<file path="config.mk">
export PLATFORM = sky130hd
export DESIGN_NAME = priority_runway_dispatcher_top_flat
export DESIGN_NICKNAME = d
export VERILOG_FILES = /design/src/hw/rtl/prd_pkg.sv /design/src/hw/rtl/prd_if.sv /design/src/hw/rtl/priority_runway_dispatcher_top.sv /design/src/hw/rtl/prd_queue.sv /design/src/flat_wrapper.sv
export SDC_FILE = /design/constraint.sdc
export NUM_CORES = 2
export LEC_CHECK = 0
export BUFFER_PORTS_ARGS = -buffer_cell sky130_fd_sc_hd__buf_2
export CAP_MARGIN = 30
export CORE_ASPECT_RATIO = 1.25
export CORE_MARGIN = 2
export CORE_UTILIZATION = 55
export CTS_CLUSTER_DIAMETER = 40
export CTS_CLUSTER_SIZE = 25
export DETAILED_ROUTE_END_ITERATION = 16
export GPL_ROUTABILITY_DRIVEN = 1
export PLACE_DENSITY_LB_ADDON = 0.15
export SYNTH_ARGS = -nofsm -noshare
export SYNTH_HDL_FRONTEND = slang
export SYNTH_SLANG_ARGS = --single-unit
</file>
<file path="constraint.sdc">
create_clock -name clk -period 15.6 [get_ports clk]
set_input_delay 1.56 -clock clk [delete_from_list [all_inputs] [get_ports clk]]
set_output_delay 1.56 -clock clk [all_outputs]
set_load 0.01 [all_outputs]
</file>
<file path="src/hw/rtl/prd_pkg.sv">
`timescale 1ns / 1ps
// Package for the priority runway dispatcher: payload types, event codes,
// register addresses, sequencer states and saturating helpers.
// No dependencies.
package prd_pkg;

  typedef struct packed {
    logic [3:0] landing_arrivals;
    logic [3:0] takeoff_arrivals;
    logic       input_done;
  } in_t;

  typedef struct packed {
    logic [2:0]  event_kind;
    logic [3:0]  runway_number;
    logic [15:0] plane_number;
    logic [15:0] wait_ticks;
    logic [15:0] tick_time;
    logic [31:0] busy_total;
    logic [31:0] landing_wait_total;
    logic [31:0] takeoff_wait_total;
    logic [15:0] landing_planes;
    logic [15:0] takeoff_planes;
    logic        queue_overflow;
    logic        last;
  } out_t;

  // Status of one arrival queue
  typedef struct packed {
    logic empty;
    logic full;
  } q_stat_t;

  localparam logic [2:0] EV_TICK     = 3'd0;
  localparam logic [2:0] EV_FREED    = 3'd1;
  localparam logic [2:0] EV_LANDING  = 3'd2;
  localparam logic [2:0] EV_TAKEOFF  = 3'd3;
  localparam logic [2:0] EV_FINISHED = 3'd4;
  localparam logic [2:0] EV_BUSY     = 3'd5;

  localparam logic [1:0] REG_RUNWAY_COUNT = 2'd0;
  localparam logic [1:0] REG_LANDING_DUR  = 2'd1;
  localparam logic [1:0] REG_TAKEOFF_DUR  = 2'd2;

  typedef enum logic [3:0] {
    S_IDLE,
    S_ENQ,
    S_TICK,
    S_FREE,
    S_DECIDE,
    S_FIN,
    S_BUSY,
    S_DREAD,
    S_DASSIGN,
    S_FLUSH
  } state_t;

  function automatic logic [15:0] sat16_inc(input logic [15:0] v);
    return (v == 16'hFFFF) ? 16'hFFFF : v + 16'd1;
  endfunction

  function automatic logic [31:0] sat32_add(input logic [31:0] a, input logic [31:0] b);
    logic [32:0] s;
    s = {1'b0, a} + {1'b0, b};
    return s[32] ? 32'hFFFF_FFFF : s[31:0];
  endfunction

endpackage

</file>
<file path="src/hw/rtl/prd_if.sv">
`timescale 1ns / 1ps
// Valid/ready channel interfaces for the runway dispatcher.
// Depends on prd_pkg for the payload types.
interface prd_in_if (input logic clk);
  prd_pkg::in_t data;
  logic         valid;
  logic         ready;
  modport source (output valid, output data, input ready);
  modport sink (input valid, input data, output ready);
endinterface

interface prd_out_if (input logic clk);
  prd_pkg::out_t data;
  logic          valid;
  logic          ready;
  modport source (output valid, output data, input ready);
  modport sink (input valid, input data, output ready);
endinterface

</file>
<file path="src/hw/rtl/priority_runway_dispatcher_top.sv">
`timescale 1ns / 1ps
// Top level of the priority runway dispatcher: APB register file, tick
// sequencer, runway state and result staging. Depends on prd_pkg, prd_if, prd_queue.
//
// Usage:
//   in_ch carries one tick per transaction (landing and takeoff arrival
//   counts, end-of-input flag). out_ch carries the events of that tick, the
//   final one flagged with last. Registers runway_count, landing_duration and
//   takeoff_duration sit at byte addresses 0, 4 and 8 of the APB port and
//   are to be written while the block is idle; the block does not enforce it.
//   in_ch.ready is high only in the idle state; one tick is worked on at a
//   time. Arrivals are queued one at a time at the queue write port, then
//   one pass over the runways counts down, and assignment takes a read
//   state and an assign state per runway, set by the registered read of the
//   queue head. The finish tick replaces the assignment pass by a state for
//   the finished event and a pass over the runways for totals.
//   Results move through a one-entry staging register and an output
//   register; a stalled receiver holds the sequencer, nothing is dropped.
//   Reset clears all counters, runways and queue pointers; the queue memory
//   itself is not cleared. After the finish tick, ticks are taken and
//   produce no results.
module priority_runway_dispatcher_top #(
  parameter int MAX_RUNWAYS = 8,
  parameter int QUEUE_DEPTH = 64
) (
  input  logic        clk,
  input  logic        rst_n,
  prd_in_if.sink      in_ch,
  prd_out_if.source   out_ch,
  input  logic        psel,
  input  logic        penable,
  input  logic        pwrite,
  input  logic [3:0]  paddr,
  input  logic [31:0] pwdata,
  output logic [31:0] prdata,
  output logic        pready
);
  import prd_pkg::*;

  localparam int IW = (MAX_RUNWAYS > 1) ? $clog2(MAX_RUNWAYS) : 1;
  localparam int RW = $clog2(MAX_RUNWAYS + 1);

  state_t state_r, state_nxt;

  logic [3:0] runway_count_r;
  logic [7:0] landing_dur_r, takeoff_dur_r;

  logic [7:0]  rem_r  [MAX_RUNWAYS];
  logic [7:0]  rem_nxt[MAX_RUNWAYS];
  logic [31:0] busy_r  [MAX_RUNWAYS];
  logic [31:0] busy_nxt[MAX_RUNWAYS];

  logic [15:0] tick_r, tick_nxt;
  logic [15:0] l_issued_r, l_issued_nxt, t_issued_r, t_issued_nxt;
  logic [15:0] l_served_r, l_served_nxt, t_served_r, t_served_nxt;
  logic [31:0] l_wsum_r, l_wsum_nxt, t_wsum_r, t_wsum_nxt;
  logic        ended_r, ended_nxt, ovf_r, ovf_nxt, finished_r, finished_nxt;
  logic        all_idle_r, all_idle_nxt;
  logic [3:0]  l_left_r, l_left_nxt, t_left_r, t_left_nxt;
  logic [IW-1:0] idx_r, idx_nxt;

  logic        pend_valid_r;
  out_t        pend_r;
  logic        out_valid_r;
  out_t        out_data_r;
  out_t        out_data_nxt;

  logic        in_acc, go, idx_last, fin_cond;
  logic        emit_en, flush_en, out_load;
  out_t        emit_d;
  logic [RW-1:0] rc;
  logic [15:0] l_head, t_head, wait_v;
  logic        l_push, t_push, l_pop, t_pop;
  q_stat_t     l_stat, t_stat;
  logic        cfg_wr;

  // Register port
  assign pready = 1'b1;
  assign cfg_wr = psel && penable && pwrite;

  always_ff @(posedge clk) begin
    if (!rst_n) begin
      runway_count_r <= 4'd1;
      landing_dur_r  <= 8'd1;
      takeoff_dur_r  <= 8'd1;
    end else if (cfg_wr) begin
      unique case (paddr[3:2])
        REG_RUNWAY_COUNT: runway_count_r <= pwdata[3:0];
        REG_LANDING_DUR:  landing_dur_r  <= pwdata[7:0];
        REG_TAKEOFF_DUR:  takeoff_dur_r  <= pwdata[7:0];
        default: ;
      endcase
    end
  end

  always_comb begin
    unique case (paddr[3:2])
      REG_RUNWAY_COUNT: prdata = {28'd0, runway_count_r};
      REG_LANDING_DUR:  prdata = {24'd0, landing_dur_r};
      REG_TAKEOFF_DUR:  prdata = {24'd0, takeoff_dur_r};
      default:          prdata = '0;
    endcase
  end

  // Clamp runway count to 1..MAX_RUNWAYS
  always_comb begin
    if (runway_count_r == 4'd0) begin
      rc = RW'(1);
    end else if (int'(runway_count_r) > MAX_RUNWAYS) begin
      rc = RW'(MAX_RUNWAYS);
    end else begin
      rc = RW'(runway_count_r);
    end
  end

  assign idx_last = (int'(idx_r) == int'(rc) - 1);
  assign go       = !out_valid_r || out_ch.ready;
  assign in_acc   = in_ch.valid && in_ch.ready;
  assign in_ch.ready = (state_r == S_IDLE);
  assign fin_cond = ended_r && l_stat.empty && t_stat.empty && all_idle_r;

  // Arrival queues
  prd_queue #(.DEPTH(QUEUE_DEPTH)) u_land_q (
    .clk(clk), .rst_n(rst_n), .push(l_push), .push_data(tick_r),
    .pop(l_pop), .head_data(l_head), .stat(l_stat)
  );

  prd_queue #(.DEPTH(QUEUE_DEPTH)) u_take_q (
    .clk(clk), .rst_n(rst_n), .push(t_push), .push_data(tick_r),
    .pop(t_pop), .head_data(t_head), .stat(t_stat)
  );

  // Next state
  always_comb begin
    state_nxt = state_r;
    unique case (state_r)
      S_IDLE:    if (in_acc) state_nxt = finished_r ? S_IDLE : S_ENQ;
      S_ENQ:     if (l_left_r == 4'd0 && t_left_r == 4'd0) state_nxt = S_TICK;
      S_TICK:    if (go) state_nxt = S_FREE;
      S_FREE:    if (go && idx_last) state_nxt = S_DECIDE;
      S_DECIDE:  state_nxt = fin_cond ? S_FIN : S_DREAD;
      S_FIN:     if (go) state_nxt = S_BUSY;
      S_BUSY:    if (go && idx_last) state_nxt = S_FLUSH;
      S_DREAD:   state_nxt = S_DASSIGN;
      S_DASSIGN: if (go) state_nxt = idx_last ? S_FLUSH : S_DREAD;
      S_FLUSH:   if (go) state_nxt = S_IDLE;
      default:   state_nxt = S_IDLE;
    endcase
  end

  // Datapath and event generation
  always_comb begin
    rem_nxt      = rem_r;
    busy_nxt     = busy_r;
    tick_nxt     = tick_r;
    l_issued_nxt = l_issued_r;
    t_issued_nxt = t_issued_r;
    l_served_nxt = l_served_r;
    t_served_nxt = t_served_r;
    l_wsum_nxt   = l_wsum_r;
    t_wsum_nxt   = t_wsum_r;
    ended_nxt    = ended_r;
    ovf_nxt      = ovf_r;
    finished_nxt = finished_r;
    all_idle_nxt = all_idle_r;
    l_left_nxt   = l_left_r;
    t_left_nxt   = t_left_r;
    idx_nxt      = idx_r;
    l_push = 1'b0;
    t_push = 1'b0;
    l_pop  = 1'b0;
    t_pop  = 1'b0;
    emit_en  = 1'b0;
    flush_en = 1'b0;
    wait_v   = '0;
    emit_d   = '0;
    emit_d.tick_time = tick_r;
    unique case (state_r)
      S_IDLE: begin
        l_left_nxt = '0;
        t_left_nxt = '0;
        if (in_acc && !finished_r && !ended_r) begin
          if (in_ch.data.input_done) begin
            ended_nxt = 1'b1;
          end else begin
            l_left_nxt = in_ch.data.landing_arrivals;
            t_left_nxt = in_ch.data.takeoff_arrivals;
          end
        end
      end
      // Queue one arrival per cycle, landings first
      S_ENQ: begin
        if (l_left_r != 4'd0) begin
          l_left_nxt = l_left_r - 4'd1;
          if (l_stat.full) begin
            ovf_nxt = 1'b1;
          end else begin
            l_push = 1'b1;
            l_issued_nxt = sat16_inc(l_issued_r);
          end
        end else if (t_left_r != 4'd0) begin
          t_left_nxt = t_left_r - 4'd1;
          if (t_stat.full) begin
            ovf_nxt = 1'b1;
          end else begin
            t_push = 1'b1;
            t_issued_nxt = sat16_inc(t_issued_r);
          end
        end
      end
      S_TICK: begin
        idx_nxt      = '0;
        all_idle_nxt = 1'b1;
        if (go) begin
          emit_en = 1'b1;
          emit_d.event_kind = EV_TICK;
        end
      end
      // Count down one runway per cycle unless the output stalls
      S_FREE: begin
        if (go) begin
          if (rem_r[idx_r] != 8'd0) begin
            rem_nxt[idx_r] = rem_r[idx_r] - 8'd1;
            if (rem_r[idx_r] == 8'd1) begin
              emit_en = 1'b1;
              emit_d.event_kind    = EV_FREED;
              emit_d.runway_number = 4'(int'(idx_r) + 1);
            end else begin
              all_idle_nxt = 1'b0;
            end
          end
          if (!idx_last) idx_nxt = idx_r + IW'(1);
        end
      end
      S_DECIDE: begin
        idx_nxt = '0;
      end
      S_FIN: begin
        if (go) begin
          emit_en = 1'b1;
          emit_d.event_kind         = EV_FINISHED;
          emit_d.landing_wait_total = l_wsum_r;
          emit_d.takeoff_wait_total = t_wsum_r;
        end
      end
      S_BUSY: begin
        if (go) begin
          emit_en = 1'b1;
          emit_d.event_kind    = EV_BUSY;
          emit_d.runway_number = 4'(int'(idx_r) + 1);
          emit_d.busy_total    = busy_r[idx_r];
          if (idx_last) begin
            finished_nxt = 1'b1;
          end else begin
            idx_nxt = idx_r + IW'(1);
          end
        end
      end
      S_DREAD: ;
      // Give a free runway the landing head, else the takeoff head
      S_DASSIGN: begin
        if (go) begin
          if (rem_r[idx_r] == 8'd0) begin
            if (!l_stat.empty) begin
              wait_v = tick_r - l_head;
              l_pop  = 1'b1;
              emit_en = 1'b1;
              emit_d.event_kind    = EV_LANDING;
              emit_d.runway_number = 4'(int'(idx_r) + 1);
              emit_d.wait_ticks    = wait_v;
              emit_d.plane_number  = (l_issued_r == 16'hFFFF && l_served_r >= 16'hFFFE)
                                     ? 16'hFFFF : sat16_inc(l_served_r);
              l_served_nxt   = sat16_inc(l_served_r);
              l_wsum_nxt     = sat32_add(l_wsum_r, {16'd0, wait_v});
              rem_nxt[idx_r] = landing_dur_r;
              busy_nxt[idx_r] = sat32_add(busy_r[idx_r], {24'd0, landing_dur_r});
            end else if (!t_stat.empty) begin
              wait_v = tick_r - t_head;
              t_pop  = 1'b1;
              emit_en = 1'b1;
              emit_d.event_kind    = EV_TAKEOFF;
              emit_d.runway_number = 4'(int'(idx_r) + 1);
              emit_d.wait_ticks    = wait_v;
              emit_d.plane_number  = sat16_inc(t_served_r);
              t_served_nxt   = sat16_inc(t_served_r);
              t_wsum_nxt     = sat32_add(t_wsum_r, {16'd0, wait_v});
              rem_nxt[idx_r] = takeoff_dur_r;
              busy_nxt[idx_r] = sat32_add(busy_r[idx_r], {24'd0, takeoff_dur_r});
            end
          end
          if (idx_last) begin
            tick_nxt = sat16_inc(tick_r);
          end else begin
            idx_nxt = idx_r + IW'(1);
          end
        end
      end
      S_FLUSH: begin
        if (go) flush_en = 1'b1;
      end
      default: ;
    endcase
  end

  assign out_load = (emit_en && pend_valid_r) || flush_en;

  // Control and runway state
  always_ff @(posedge clk) begin
    if (!rst_n) begin
      state_r      <= S_IDLE;
      for (int i = 0; i < MAX_RUNWAYS; i++) begin
        rem_r[i]  <= '0;
        busy_r[i] <= '0;
      end
      tick_r       <= '0;
      l_issued_r   <= '0;
      t_issued_r   <= '0;
      l_served_r   <= '0;
      t_served_r   <= '0;
      l_wsum_r     <= '0;
      t_wsum_r     <= '0;
      ended_r      <= 1'b0;
      ovf_r        <= 1'b0;
      finished_r   <= 1'b0;
      all_idle_r   <= 1'b1;
      l_left_r     <= '0;
      t_left_r     <= '0;
      idx_r        <= '0;
      pend_valid_r <= 1'b0;
      out_valid_r  <= 1'b0;
    end else begin
      state_r      <= state_nxt;
      rem_r        <= rem_nxt;
      busy_r       <= busy_nxt;
      tick_r       <= tick_nxt;
      l_issued_r   <= l_issued_nxt;
      t_issued_r   <= t_issued_nxt;
      l_served_r   <= l_served_nxt;
      t_served_r   <= t_served_nxt;
      l_wsum_r     <= l_wsum_nxt;
      t_wsum_r     <= t_wsum_nxt;
      ended_r      <= ended_nxt;
      ovf_r        <= ovf_nxt;
      finished_r   <= finished_nxt;
      all_idle_r   <= all_idle_nxt;
      l_left_r     <= l_left_nxt;
      t_left_r     <= t_left_nxt;
      idx_r        <= idx_nxt;
      if (emit_en) begin
        pend_valid_r <= 1'b1;
      end else if (flush_en) begin
        pend_valid_r <= 1'b0;
      end
      if (out_load) begin
        out_valid_r <= 1'b1;
      end else if (out_ch.ready) begin
        out_valid_r <= 1'b0;
      end
    end
  end

  // Merge status into the staged event; status is final once arrivals are queued
  always_comb begin
    out_data_nxt                = pend_r;
    out_data_nxt.landing_planes = l_issued_r;
    out_data_nxt.takeoff_planes = t_issued_r;
    out_data_nxt.queue_overflow = ovf_r;
    out_data_nxt.last           = flush_en;
  end

  // Staging and output payload
  always_ff @(posedge clk) begin
    if (emit_en) begin
      pend_r <= emit_d;
    end
    if (out_load) begin
      out_data_r <= out_data_nxt;
    end
  end

  assign out_ch.valid = out_valid_r;
  assign out_ch.data  = out_data_r;

  // Staging register is drained before the next tick is taken
  a_idle_pend_empty: assert property (@(posedge clk) disable iff (!rst_n)
    state_r == S_IDLE |-> !pend_valid_r)
    else $error("staged result left over in idle");

  // No assignment work after the finish totals
  a_no_assign_after_finish: assert property (@(posedge clk) disable iff (!rst_n)
    state_r == S_DASSIGN |-> !finished_r)
    else $error("assignment after finish");

  // Queue status is consistent
  a_queue_stat: assert property (@(posedge clk) disable iff (!rst_n)
    !(l_stat.empty && l_stat.full) && !(t_stat.empty && t_stat.full))
    else $error("queue both empty and full");

  // A result is only pushed out when the output register is free
  a_out_free: assert property (@(posedge clk) disable iff (!rst_n)
    out_load |-> (!out_valid_r || out_ch.ready))
    else $error("output overwritten while stalled");

endmodule

</file>
<file path="src/hw/rtl/prd_queue.sv">
`timescale 1ns / 1ps
// Circular arrival queue: memory of arrival ticks with head and fill count.
// Read data is registered from the head entry. Depends on prd_pkg.
module prd_queue #(
  parameter int DEPTH = 64
) (
  input  logic             clk,
  input  logic             rst_n,
  input  logic             push,
  input  logic [15:0]      push_data,
  input  logic             pop,
  output logic [15:0]      head_data,
  output prd_pkg::q_stat_t stat
);
  import prd_pkg::*;

  localparam int AW = $clog2(DEPTH);
  localparam int FW = $clog2(DEPTH + 1);

  logic [15:0]   mem [DEPTH];
  logic [AW-1:0] head_r, head_nxt;
  logic [FW-1:0] fill_r, fill_nxt;
  logic [FW:0]   wr_sum;
  logic [AW-1:0] wr_addr;
  logic [15:0]   rd_data_r;

  // Tail address wraps once at most
  always_comb begin
    wr_sum = FW'(head_r) + fill_r;
    if (wr_sum >= (FW+1)'(DEPTH)) begin
      wr_addr = AW'(wr_sum - (FW+1)'(DEPTH));
    end else begin
      wr_addr = AW'(wr_sum);
    end
  end

  // Advance head and fill
  always_comb begin
    head_nxt = head_r;
    fill_nxt = fill_r;
    if (pop) begin
      head_nxt = (head_r == AW'(DEPTH - 1)) ? '0 : head_r + AW'(1);
      fill_nxt = fill_r - FW'(1);
    end else if (push) begin
      fill_nxt = fill_r + FW'(1);
    end
  end

  always_ff @(posedge clk) begin
    if (!rst_n) begin
      head_r <= '0;
      fill_r <= '0;
    end else begin
      head_r <= head_nxt;
      fill_r <= fill_nxt;
    end
  end

  // Memory write and registered head read
  always_ff @(posedge clk) begin
    if (push) begin
      mem[wr_addr] <= push_data;
    end
    rd_data_r <= mem[head_r];
  end

  assign head_data  = rd_data_r;
  assign stat.empty = (fill_r == '0);
  assign stat.full  = (fill_r == FW'(DEPTH));

endmodule
</file>
<file path="src/flat_wrapper.sv">
// flat-port wrapper written by rule: the top's interface ports become plain ports
module priority_runway_dispatcher_top_flat import prd_pkg::*;
#(
  parameter int MAX_RUNWAYS = 8,
  parameter int QUEUE_DEPTH = 64
)
  (clk, rst_n, psel, penable, pwrite, paddr, pwdata, prdata, pready, in_ch_valid, in_ch_data, in_ch_ready, out_ch_valid, out_ch_data, out_ch_ready);
  prd_in_if in_ch_i (.clk(clk));
  prd_out_if out_ch_i (.clk(clk));
  input  logic clk;
  input  logic rst_n;
  input  logic psel;
  input  logic penable;
  input  logic pwrite;
  input  logic [3:0] paddr;
  input  logic [31:0] pwdata;
  output logic [31:0] prdata;
  output logic pready;
  input wire logic [$bits(in_ch_i.valid)-1:0] in_ch_valid;
  input wire logic [$bits(in_ch_i.data)-1:0] in_ch_data;
  output wire logic [$bits(in_ch_i.ready)-1:0] in_ch_ready;
  output wire logic [$bits(out_ch_i.valid)-1:0] out_ch_valid;
  output wire logic [$bits(out_ch_i.data)-1:0] out_ch_data;
  input wire logic [$bits(out_ch_i.ready)-1:0] out_ch_ready;
  assign in_ch_i.valid = in_ch_valid;
  assign in_ch_i.data = in_ch_data;
  assign in_ch_ready = in_ch_i.ready;
  assign out_ch_valid = out_ch_i.valid;
  assign out_ch_data = out_ch_i.data;
  assign out_ch_i.ready = out_ch_ready;
  priority_runway_dispatcher_top #(.MAX_RUNWAYS(MAX_RUNWAYS), .QUEUE_DEPTH(QUEUE_DEPTH)) u_core (.clk(clk), .rst_n(rst_n), .in_ch(in_ch_i), .out_ch(out_ch_i), .psel(psel), .penable(penable), .pwrite(pwrite), .paddr(paddr), .pwdata(pwdata), .prdata(prdata), .pready(pready));
endmodule
</file>
==> flow_summary.toml <==
[global_routing]
grt_pass1_wl_um = 425700
antenna_found_initial = 10
track_usage = 0.2584
grt_pass1_vias = 65250
grt_start_max_net_pins = 152
grt-ovfl-total = 0

[hold_path]
hold_depth = 0
hold_path_class = "register to register"
min_from = "u_core.out_data_nxt[99]$_SDFFCE_PN0P_"
hold_end = "u_core.out_ch.data[99]$_DFFE_PP_"

[detailed_routing]
topRoutingLayerUsed = "met4"
drc = 0
wirelength_um = 286500
vias = 66850
drt-initial-drc-count = 6941
dr_wl_met3_um = 21050
wire_per_inst_um = 26.66
routedLengthMet1_um = 119600
vias_per_cell = 6.221
ant_nets = 0
dr_wl_met2_um = 136900
first_pass_iters = 7

[sta]
rsz0062_at_grt = "no"
period_share = 0.4243
finalSetupTns_ps = 0
slew_viol_final = 0
hold_viol = 0
period_minus_slack_ps = 6619
fmax_mhz = 151.1
worst_pin_slew_ps = 1053
skew_ps = 45.99
setup_viol_count_final = 0
maxSlewHeadroom = 0.2980

[critical_path]
cp_max_fo = 72
reg2reg_to = "u_core.out_ch.data[136]$_DFFE_PP_"
regToRegStartpoint = "u_core.idx_r[1]$_SDFFE_PN0P_"
end_kind = "register"
path_common_cell = "buf_4"
critPathBufInv = 5
critPathRequiredTime_ps = 16060
ff2ff_setup_slack_ps = 8980
reg2regPathDepth = 13
crit_family = "buffers and inverters"
cp_data_arrival_time_ps = 7080
startpoint_type = "register"
path_class = "register to register"
crit_slowest_cell = "buf_4"
path_cells = "buf_4 -> nor2b_1 -> buf_4 -> a221oi_1 -> o22ai_1 -> or4_4 -> nor2_4 -> a21oi_1 -> nand2b_1 -> o21ai_4 -> buf_4 -> buf_4 -> buf_4"
max_stage_delay_ps = 800

[place]
dp_hpwl_um = 174700
placedInstanceArea_um2 = 124600
gp_congestion = 0.8966
numPortBuffers = 220

[logic_synthesis]
netlist_instances = 7214
ys_seq_area_frac = 0.6935
synth_edf_count = 2384
ys_warn_count = 0
ys.flop_type = "edfxtp_1"
async_flop_share = 0
syn_avg_cell_area_um2 = 16.56
synth_seq_cells = 2947
ys_types = 114
syn_area_um2 = 119500

[clock_tree]
cts_buffers = 306
clock-root-buffer = "clkbuf_16"
cts_sinks = 2947
post_cts_resized = 0
ctsLongestPathBuffers = 4
clk_pin_slew_ps = 80
cts_tree = "built"
cts_setup_buffers = 0
insertion_delay_ps = 870
htreeDepth = 5
ctsHoldBuffers = 0

[run_status]
status = "finished clean"

[cells_and_area]
nFillCells = 15260
seq_area_um2 = 82960
multi_input_area_um2 = 34600
drive_gt1_frac = 0.2378
fin_nets = 7772
area.growth.synth_to_final_pct = 13.25
fin_area_um2 = 135300

[floorplanning]
fp.dieH_um = 525.1
core_area_um2 = 216300
initial_utilization = 0.5525
dieWidth_um = 420.9
row_count = 191
die_area_um2 = 221000
pin_count = 272

[power]
peakVddDrop_mv = 0.1162
cellLeakagePower_nw = 48.01
power.density_nw_per_um2 = 127.7

[flow_run]
max-cap-violations = 0
worst max-delay path by stage:
stage                                            start                                end  depth (start not counted)
final                     u_core.idx_r[1]$_SDFFE_PN0P_  u_core.out_ch.data[136]$_DFFE_PP_                         13
after global routing      u_core.idx_r[1]$_SDFFE_PN0P_  u_core.out_ch.data[133]$_DFFE_PP_                         13
after CTS                 u_core.idx_r[1]$_SDFFE_PN0P_  u_core.out_ch.data[132]$_DFFE_PP_                         13
after detailed placement  u_core.idx_r[1]$_SDFFE_PN0P_  u_core.out_ch.data[138]$_DFFE_PP_                         13
after global placement    u_core.idx_r[1]$_SDFFE_PN0P_  u_core.out_ch.data[156]$_DFFE_PP_                         13
after floorplan           u_core.idx_r[0]$_SDFFE_PN0P_    u_core.out_ch.data[0]$_DFFE_PP_                         14
layout by cell type, fill, tap and decap left out, types with 23 or more instances in the layout:
| master | n |
|---|---|
| edfxtp_1 | 2384 |
| mux4_2 | 694 |
| dfxtp_1 | 536 |
| nand2_1 | 529 |
| a21oi_1 | 396 |
| nor2_1 | 363 |
| clkbuf_16 | 317 |
| o21ai_0 | 241 |
| buf_4 | 226 |
| buf_2 | 220 |
| nand3_1 | 182 |
| mux2i_1 | 119 |
| ha_1 | 116 |
| inv_1 | 96 |
| xor2_1 | 91 |
| nor3_1 | 89 |
| and2_1 | 80 |
| xnor2_1 | 77 |
| a211oi_1 | 57 |
| inv_6 | 52 |
| and3_1 | 50 |
| a21o_1 | 44 |
| inv_8 | 35 |
| nand4_1 | 33 |
| nor2b_1 | 29 |
| clkinv_8 | 28 |
| nand2b_1 | 26 |
| a221o_1 | 26 |
| a311oi_1 | 26 |
| clkinv_4 | 26 |
| dfxtp_4 | 26 |
| conb_1 | 25 |
| mux2_2 | 24 |
| clkinv_2 | 24 |
| a22o_1 | 24 |
| a221oi_1 | 23 |
worst reg2reg max path: cells and delay by family, from the launching register on:
family	cells	cell delay, ps
and+or+nand+nor	4	1500
DFF	1	770
AOI/OAI and AO/OA	4	780
buffers and inverters	5	3090
where the power goes:
part	switching, mW	leakage (nW)	internal, mW	total (mW)
clock network	3.35	5.14	4.19	7.54
registers	0.0961	30.1	8.64	8.74
logic	0.698	12.8	0.300	0.998
per-layer routing:
layer | vias to the layer above | GRT usage
met5 | - | 0
met3 | 518 | 0.03616
met1 | 34370 | 0.3766
met2 | 2709 | 0.4070
met4 | 0 | 0.08201
li1 | 29250 | -
flip-flops by register name, summed over array words and instances (netlist names), 16 cells and up:
name,flops
u_core.busy_r,256
u_core.l_issued_r,16
u_core.l_served_r,16
u_core.l_wsum_r,32
u_core.out_ch.data,185
u_core.out_data_nxt,151
u_core.rem_r,64
u_core.t_issued_r,16
u_core.t_served_r,16
u_core.t_wsum_r,32
u_core.tick_r,16
u_core.u_land_q.head_data,16
u_core.u_land_q.mem,1024
u_core.u_take_q.head_data,16
u_core.u_take_q.mem,1024
Yosys cell counts, types with 29 or more instances:
| cell type | number | area share |
|---|---|---|
| xnor2_1 | 77 | 0.0056 |
| mux4_2 | 694 | 0.13 |
| o21ai_0 | 242 | 0.010 |
| xor2_1 | 91 | 0.0067 |
| a21o_1 | 44 | 0.0028 |
| buf_1 | 72 | 0.0023 |
| edfxtp_1 | 2384 | 0.60 |
| a211oi_1 | 57 | 0.0036 |
| inv_1 | 97 | 0.0030 |
| nor3_1 | 94 | 0.0039 |
| ha_1 | 116 | 0.012 |
| buf_4 | 40 | 0.0025 |
| clkbuf_1 | 253 | 0.0079 |
| nor2_1 | 381 | 0.012 |
| dfxtp_1 | 563 | 0.094 |
| nand4_1 | 33 | 0.0017 |
| buf_2 | 35 | 0.0015 |
| nand3_1 | 188 | 0.0079 |
| mux2i_1 | 119 | 0.010 |
| a21oi_1 | 396 | 0.017 |
| and2_1 | 80 | 0.0042 |
| and3_1 | 50 | 0.0026 |
| nand2_1 | 529 | 0.017 |
| nor2b_1 | 29 | 0.0015 |
area by class of cell:
cell class,instances,share of cell area
antenna,4,0.00007397
clock buffer,340,0.05943
clock inverter,220,0.01880
inverter,99,0.002811
multi-input combinational,3777,0.2557
sequential,2947,0.6131
tap,2895,0.02677
timing repair buffer,463,0.02334
stage by stage:
step                  util  instances  hold slack [ps]  worst slack [ps]  total power, mW
floorplan                -       7237            400.3              3484            9.570
global placement    0.5753      10170            400.9              9116            9.879
detailed placement  0.5759      10180            404.5              9014            9.901
CTS                 0.6249      10740            400.9              8988            17.39
global route        0.6256      10740            395.9              8512            17.80
finish              0.6257      10750            400.0              8981            17.28
cell families after synthesis:
family	count (synthesis)	synth area share
other	2	0.00006285
AO/OA/AOI/OAI	1069	0.05684
buffers and inverters	513	0.01869
multiplexers	842	0.1436
XOR/XNOR	168	0.01231
adder cells (fa/ha/maj)	126	0.01382
AND/OR/NAND/NOR	1547	0.06116
flip-flops	2947	0.6935
Note: power is estimated with default switching activity, not from simulation.
